===== src/rtl/core/assert_macros.svh =====
// Assertion helpers for the core RTL. Each macro samples on the rising edge
// of clk and is disabled while rst_n is low, so a module that uses them must
// have ports or signals of exactly those names.
`ifndef ASSERT_MACROS_SVH
`define ASSERT_MACROS_SVH
`ifndef NO_ASSERTIONS
// The expression holds at every clock edge.
`define ASSERT_ALWAYS(lbl, expr, msg) \
    lbl: assert property (@(posedge clk) disable iff (!rst_n) (expr)) else $error(msg);
// When the antecedent holds, the consequent holds in the same cycle.
`define ASSERT_IMPLIES(lbl, ante, cons, msg) \
    lbl: assert property (@(posedge clk) disable iff (!rst_n) (ante) |-> (cons)) \
        else $error(msg);
// When the antecedent holds, the consequent holds in the next cycle.
`define ASSERT_NEXT(lbl, ante, cons, msg) \
    lbl: assert property (@(posedge clk) disable iff (!rst_n) (ante) |=> (cons)) \
        else $error(msg);
`else
`define ASSERT_ALWAYS(lbl, expr, msg)
`define ASSERT_IMPLIES(lbl, ante, cons, msg)
`define ASSERT_NEXT(lbl, ante, cons, msg)
`endif
`endif


===== src/rtl/core/swrl_pkg.sv =====
package swrl_pkg;

    localparam int TIME_W    = 48;
    localparam int TAG_W     = 32;
    localparam int OPND_W    = 32;
    localparam int MAXORD_W  = 7;
    localparam int WIN_W     = 33;
    localparam int CFG_IDX_W = 2;

    // Configuration register indexes.
    typedef enum logic [CFG_IDX_W-1:0] {
        CFG_PERIOD     = 2'd0,
        CFG_MAX_ORDERS = 2'd1,
        CFG_MAX_VOLUME = 2'd2
    } cfg_idx_t;

    // Input action codes.
    localparam logic ACT_CHECK    = 1'b0;
    localparam logic ACT_COMPLETE = 1'b1;

    // Operations the sequencer issues to a log.
    typedef enum logic [2:0] {
        LOG_NOP     = 3'd0,
        LOG_RD_OLD  = 3'd1,
        LOG_RD_NEW  = 3'd2,
        LOG_POP_OLD = 3'd3,
        LOG_POP_NEW = 3'd4,
        LOG_PUSH    = 3'd5
    } log_op_t;

    typedef struct packed {
        logic empty;
        logic full;
    } log_stat_t;

    typedef struct packed {
        logic [TIME_W-1:0] stamp;
        logic [TAG_W-1:0]  tag;
    } count_entry_t;

    typedef struct packed {
        logic [TIME_W-1:0] stamp;
        logic [OPND_W-1:0] amount;
        logic [TAG_W-1:0]  tag;
    } vol_entry_t;

endpackage


===== src/rtl/core/swrl_addcmp.sv =====
// Shared add and compare: tells whether addend_a + addend_b exceeds bound,
// with the sum carried one bit wider so it never wraps.
module swrl_addcmp
    import swrl_pkg::*;
(
    input  logic [TIME_W-1:0] addend_a,
    input  logic [OPND_W-1:0] addend_b,
    input  logic [TIME_W-1:0] bound,
    output logic              above
);

    logic [TIME_W:0] sum;

    assign sum   = {1'b0, addend_a} + (TIME_W + 1)'(addend_b);
    assign above = (sum > {1'b0, bound});

endmodule


===== config.mk =====
export PLATFORM = sky130hd
export DESIGN_NAME = swrl_addcmp
export DESIGN_NICKNAME = d
export VERILOG_FILES = /design/src/rtl/core/assert_macros.svh /design/src/rtl/core/swrl_pkg.sv /design/src/rtl/core/swrl_addcmp.sv
export SDC_FILE = /design/constraint.sdc
export NUM_CORES = 1
export LEC_CHECK = 0
export BUFFER_PORTS_ARGS = -buffer_cell sky130_fd_sc_hd__buf_2
export CELL_PAD_IN_SITES_DETAIL_PLACEMENT = 0
export CELL_PAD_IN_SITES_GLOBAL_PLACEMENT = 1
export CORE_AREA = 8 8 105 107
export DETAILED_ROUTE_END_ITERATION = 7
export DIE_AREA = 0 0 113 115
export MAX_ROUTING_LAYER = met4
export PLACE_DENSITY_LB_ADDON = 0.2
export SLEW_MARGIN = 20
export SYNTH_ARGS = -nofsm -noshare
export SYNTH_HDL_FRONTEND = slang
export SYNTH_SLANG_ARGS = --single-unit

===== constraint.sdc =====
create_clock -name vclk -period 4.9
set_input_delay 0.245 -clock vclk [all_inputs]
set_output_delay 0.245 -clock vclk [all_outputs]
set_load 0.02 [all_outputs]

==> qor.yml, run 1 <==
outcome:
  outcome: "finished, final reports clean"
layout:
  regArea_um2: 0
  final_nets: 792
  syn_to_final_growth_pct: 25.27
  fillerInstances: 1027
  instances_no_fill: 696
  nClkBuffers: 0
  numSequentialCells: 0
  design_area_mm2: 0.004088
  layout-drive-gt1-share_pct: 25.30
power_and_ir_drop:
  powerDensity_mw_per_mm2: 128.1
  vdd_drop_max_v: 0.00004689
  p_leak_nw: 2.276
run:
  max_cap_viol_count: 0
global_route:
  grt_use_total_pct: 15.11
  grt_pass1_vias: 3755
  antenna_found_initial: 1
  grt_overflow_total: 0
  grt_max_degree: 11
  grt_pass1_wl_mm: 16.53
timing:
  layout_min_cycle_time_ps: 4600
  setup_viol: 0
  tightest_slew_ps: 626.0
  final_hold_viol_count: 0
  final-max-slew-violation-count: 0
  max_freq_mhz: 217.4
  maxSlewHeadroom_pct: 57.88
  post-route-period-util_pct: 93.88
critical_path:
  cp-start-kind: "input port"
  path_common_cell: "a21oi_1"
  path_cells: "buf_2 > ha_1 > fa_1 > a21o_1 > a221oi_4 > o21bai_4 > o21ai_2 > a31oi_2 > a221o_1 > or4b_1 > nand3_1 > ha_1 > a21o_1 > a21oi_1 > o211ai_1 > a21oi_1 > a21oi_1 > nor3_1 > o22ai_1 > buf_2"
  crit_family: "compound AO/OA/AOI/OAI gates"
  end_kind: "output pin"
  worstPathMaxFanout: 4
  required_ps: 4660
  critPathBufInv: 2
  arrival_ps: 4360
  critPathCapture: "above"
  crit_type: "input port to output pin"
  cpMaxStageDelayCell: "or4b_1"
  cp_num_cells: 20
  startpoint: "addend_a[0]"
  max_stage_delay_ps: 510
drt:
  drt-pass1-iter-count: 4
  wl_per_cell_um: 14.28
  vias_per_cell: 5.227
  dr.first_iter.drc_count: 95
  drtAntennaViolNets: 0
  drcViolationCount: 0
  wirelength_mm: 9.942
  vias: 3638
logic_synthesis:
  syn-num-nets: 667
  netlist_instances: 458
  ys_seq_area_share_pct: 0
  syn_area_mm2: 0.003263
  postSynthAreaPerCell_um2: 7.125
  yosysWarningCount: 0
  yosysUniqueCellTypes: 51
hold_path:
  holdPathStages: 4
  hold_path.class: "input port to output pin"
floorplanning:
  fp-row-count: 36
  die-area_mm2: 0.01300
  die_h_um: 115
  fp.dieW_um: 113
  core_area_mm2: 0.009459
  ioPinCount: 129
  initial_core_util_pct: 34.50
place:
  place_hpwl_mm: 8.898
  place_inst: 692
  place_congestion: 0.8421
  placed_cell_area_mm2: 0.004029
  io_buffers: 129
where the power goes:
group	switching (mW)	internal, mW
Combinational	0.279	0.245
Sequential	0	0
Clock	0	0.0000000273
stage by stage:
step / setup WS, ps / total power [mW] / hold WS [ps] / util [%] / setup TNS (ps)
floorplan: 739.7 / 0.3598 / 696.4 / - / 0
global placement: 212.8 / 0.5050 / 947.0 / 42.59 / 0
detailed placement: 204.7 / 0.5114 / 927.9 / 42.59 / 0
CTS: 173.1 / 0.5151 / 930.8 / 42.59 / 0
global route: -6.436 / 0.5966 / 956.3 / 43.21 / -6.436
finish: 299.6 / 0.5237 / 924.1 / 43.21 / 0
cell type report:
| cell class | count | area (µm²) | share of cell area (%) |
|---|---|---|---|
| antenna | 1 | 2.502 | 0.06122 |
| inverter | 55 | 206.4 | 5.051 |
| multi-input combinational | 391 | 3042 | 74.41 |
| tap | 114 | 142.6 | 3.489 |
| timing repair buffer | 135 | 694.4 | 16.99 |
placed cells by master, fill, tap and decap left out, types with 7 or more instances in the layout:
cell / instances
nor2b_1: 7
nor2_1: 29
a21o_1: 28
nand2_1: 35
xnor2_1: 27
nor3_1: 9
a21oi_1: 38
inv_1: 55
xor2_1: 17
and3_1: 10
nand3_1: 16
buf_2: 129
ha_1: 80
o21ai_0: 13
nand4_1: 16
what timing repair did:
| action | 4_1_cts | 5_1_grt |
|---|---|---|
| resized for setup | 0 | 5 |
| endpoints found under the hold margin | 0 | 0 |
| hold buffers | 0 | 0 |
| setup buffers | 0 | 3 |
| endpoints found under the setup margin | 0 | 1 |
cells in the mapped netlist, types with 2 or more instances:
cell type / instances / area share (%)
ha_1: 80 / 31
and4_1: 3 / 0.81
o211a_1: 2 / 0.61
a31oi_1: 6 / 1.2
o21ai_0: 13 / 2.0
clkbuf_1: 11 / 1.3
a211o_1: 2 / 0.54
nor3_1: 9 / 1.4
inv_1: 55 / 6.3
or2_2: 2 / 0.38
a221oi_4: 2 / 1.6
nand2_1: 35 / 4.0
a21o_1: 28 / 6.4
and3_1: 10 / 1.9
a21oi_1: 38 / 5.8
xnor2_1: 27 / 7.2
nor2_1: 29 / 3.3
nand4_1: 16 / 3.1
o211ai_1: 5 / 1.2
xor2_1: 17 / 4.6
nor4_1: 4 / 0.77
a221oi_1: 2 / 0.54
nor2b_1: 7 / 1.3
a211oi_1: 6 / 1.4
o21bai_1: 4 / 0.92
o21a_1: 4 / 0.92
a221o_1: 2 / 0.61
nand3_1: 16 / 2.5
logic make-up after synthesis:
| group | Yosys count | share of synthesized area, % |
|---|---|---|
| AOI/OAI and AO/OA | 131 | 28.72 |
| xor gates and xnor gates | 44 | 11.81 |
| adders and majority gates | 81 | 31.29 |
| buffers and inverters | 67 | 7.707 |
| and+or+nand+nor | 135 | 20.48 |
worst min path at each step:
stage / start / to / slack [ps]
after floorplan: addend_a[46] / above / 700
after global placement: addend_a[46] / above / 950
after detailed placement: addend_a[46] / above / 930
after CTS: addend_a[46] / above / 930
after global routing: addend_a[46] / above / 960
final: addend_a[46] / above / 920
metal layers:
metal,up-vias,share of wire [%],track usage [%]
li1,1921,-,-
met1,1611,50,19.93
met2,102,45,25.52
met3,4,4.5,1.523
met4,0,0.57,0.7993
met5,-,0,-
(Power assumes the default switching activity.)
==> inputs of run 2 (changes only) <==
--- a/config.mk
+++ b/config.mk
@@ -12,7 +12,7 @@
 export DETAILED_ROUTE_END_ITERATION = 7
 export DIE_AREA = 0 0 113 115
 export MAX_ROUTING_LAYER = met4
-export PLACE_DENSITY_LB_ADDON = 0.2
+export PLACE_DENSITY_LB_ADDON = 0.3
 export SLEW_MARGIN = 20
 export SYNTH_ARGS = -nofsm -noshare
 export SYNTH_HDL_FRONTEND = slang
==> run 2 against run 1 <==
Wire length decreased by 0.60%. Combinational power down 0.8%. First-iteration DRC count decreased by 31%. Cell area shrank 0.46%. Utilization shrank 0.20 points. Setup slack gained 2.2 ps. Sequential share of layout area stayed put.
==> qor.yml, run 2 (synthesized netlist as in run 1, its figures left out) <==
layout:
  numSequentialCells: 0
  nClkBuffers: 0
  multi_input_area_mm2: 0.003037
  syn_to_final_growth_pct: 24.69
  layout-drive-gt1-share_pct: 25.17
  regArea_um2: 0
  final_nets: 791
  antenna_cells: 0
  fillerInstances: 1037
  layout_commonest_cell: "buf_2"
  design_area_mm2: 0.004069
  layout_common_cells: "buf_2 (129), ha_1 (80), inv_1 (55)"
global_route:
  grt_pass1_vias: 3851
  grt_max_degree: 11
  grt_use_total_pct: 14.98
  grt_overflow_total: 0
  grt_pass1_wl_mm: 16.48
  antenna_found_initial: 0
drt:
  wirelength_mm: 9.882
  vias_per_cell: 5.205
  wl_per_cell_um: 14.24
  vias: 3612
  drt-pass1-iter-count: 4
  drcViolationCount: 0
  drtAntennaViolNets: 0
  dr.first_iter.drc_count: 66
floorplanning:
  die-area_mm2: 0.01300
  die_h_um: 115
  ioPinCount: 129
  fp-row-count: 36
  fp.dieW_um: 113
  core_area_mm2: 0.009459
  initial_core_util_pct: 34.50
place:
  place_hpwl_mm: 8.831
  io_buffers: 129
  placed_cell_area_mm2: 0.004029
  place_congestion: 0.8942
hold_path:
  hold_path.class: "input port to output pin"
  holdPathStages: 4
outcome:
  outcome: "finished, final reports clean"
timing:
  post-route-period-util_pct: 93.84
  maxSlewHeadroom_pct: 55.51
  tightest_slew_ps: 661.3
  final-max-slew-violation-count: 0
  max_freq_mhz: 217.5
  setup_viol: 0
  setup_tns_ps: 0
  layout_min_cycle_time_ps: 4598
  final_hold_viol_count: 0
power_and_ir_drop:
  intPower_mw: 0.2426
  sw_frac_of_total_pct: 53.33
  vdd_drop_max_v: 0.00004371
  p_leak_nw: 2.267
  powerDensity_mw_per_mm2: 127.8
  seq_power_share_pct: 0
  p_clk_share_pct: 0
  p_switching_mw: 0.2772
  finalPower_mw: 0.5198
  power_frac_comb_pct: 100.0
critical_path:
  startpoint: "addend_a[0]"
  critPathCapture: "above"
  crit_type: "input port to output pin"
  worstPathMaxFanout: 4
  arrival_ps: 4350
  cp-start-kind: "input port"
  end_kind: "output pin"
  required_ps: 4660
run:
  max_cap_viol_count: 0
cts:
  cts_hold_buf: 0
[run 2: changes by cell type in the layout (fill, tap and decap cells not counted)]
cell	before	now
a21o_2	0	1
nor3_1	9	8
a31oi_2	2	1
buf_6	1	0
diode_2	1	0
a21o_1	28	27
nor3_2	0	1
a2111oi_2	1	0
a2111oi_1	0	1
a31oi_1	4	5
[run 2: area by class of cell]
type	count	area share [%]
multi-input cells	391	74.63
repair buffers	134	16.79
inverters	55	5.074
well taps	114	3.506
[run 2: how the worst min path moves through the flow]
stage | from | to | slack, ps
finish | addend_a[46] | above | 930
global route | addend_a[46] | above | 960
CTS | addend_a[46] | above | 930
detailed placement | addend_a[46] | above | 930
global placement | addend_a[46] | above | 940
floorplan | addend_a[46] | above | 700
[run 2: power by group through the flow]
stage               combinational [mW]  clock, mW  sequential (mW)
global placement                 0.503          0                0
finish                           0.520          0                0
global route                     0.592          0                0
CTS                              0.513          0                0
detailed placement               0.510          0                0
floorplan                        0.360          0                0
[run 2: repair_timing]
action / 4_1_cts / 5_1_grt
resized for setup: 0 / 4
buffers inserted: 0 / 2
setup endpoints to repair: 0 / 1
[run 2: stage by stage]
step / util, % / hold WS (ps) / setup WS [ps] / cells
final: 43.02 / 928.3 / 301.9 / 694
after global routing: 43.02 / 961.3 / -8.501 / 694
after CTS: 42.59 / 931.2 / 167.6 / 692
after detailed placement: 42.59 / 929.1 / 198.5 / 692
after global placement: 42.59 / 942.7 / 289.4 / 692
after floorplan: - / 696.4 / 739.7 / 458
[run 2: per-layer routing]
metal  track usage (%)  vias to the layer above  part of all wire (%)  routed length [µm]
met5                 -                        -                     0                   0
met2             26.51                       87                    47                4654
li1                  -                     1914                     -                   -
met3             1.576                        6                   4.3                 427
met1             18.56                     1605                    48                4723
met4             1.421                        0                  0.77                  76
[run 2: worst max-delay path, cell delays in order]
cell,delay [ps]
buf_2,100
ha_1,230
fa_1,410
a21o_1,240
a221oi_4,380
o21bai_4,130
o21ai_2,170
a31oi_2,130
a221o_1,410
or4b_1,510
nand3_1,110
ha_1,240
a21o_1,180
a21oi_1,130
o211ai_1,100
a21oi_1,130
a21oi_1,80
nor3_1,120
o22ai_1,120
buf_2,170
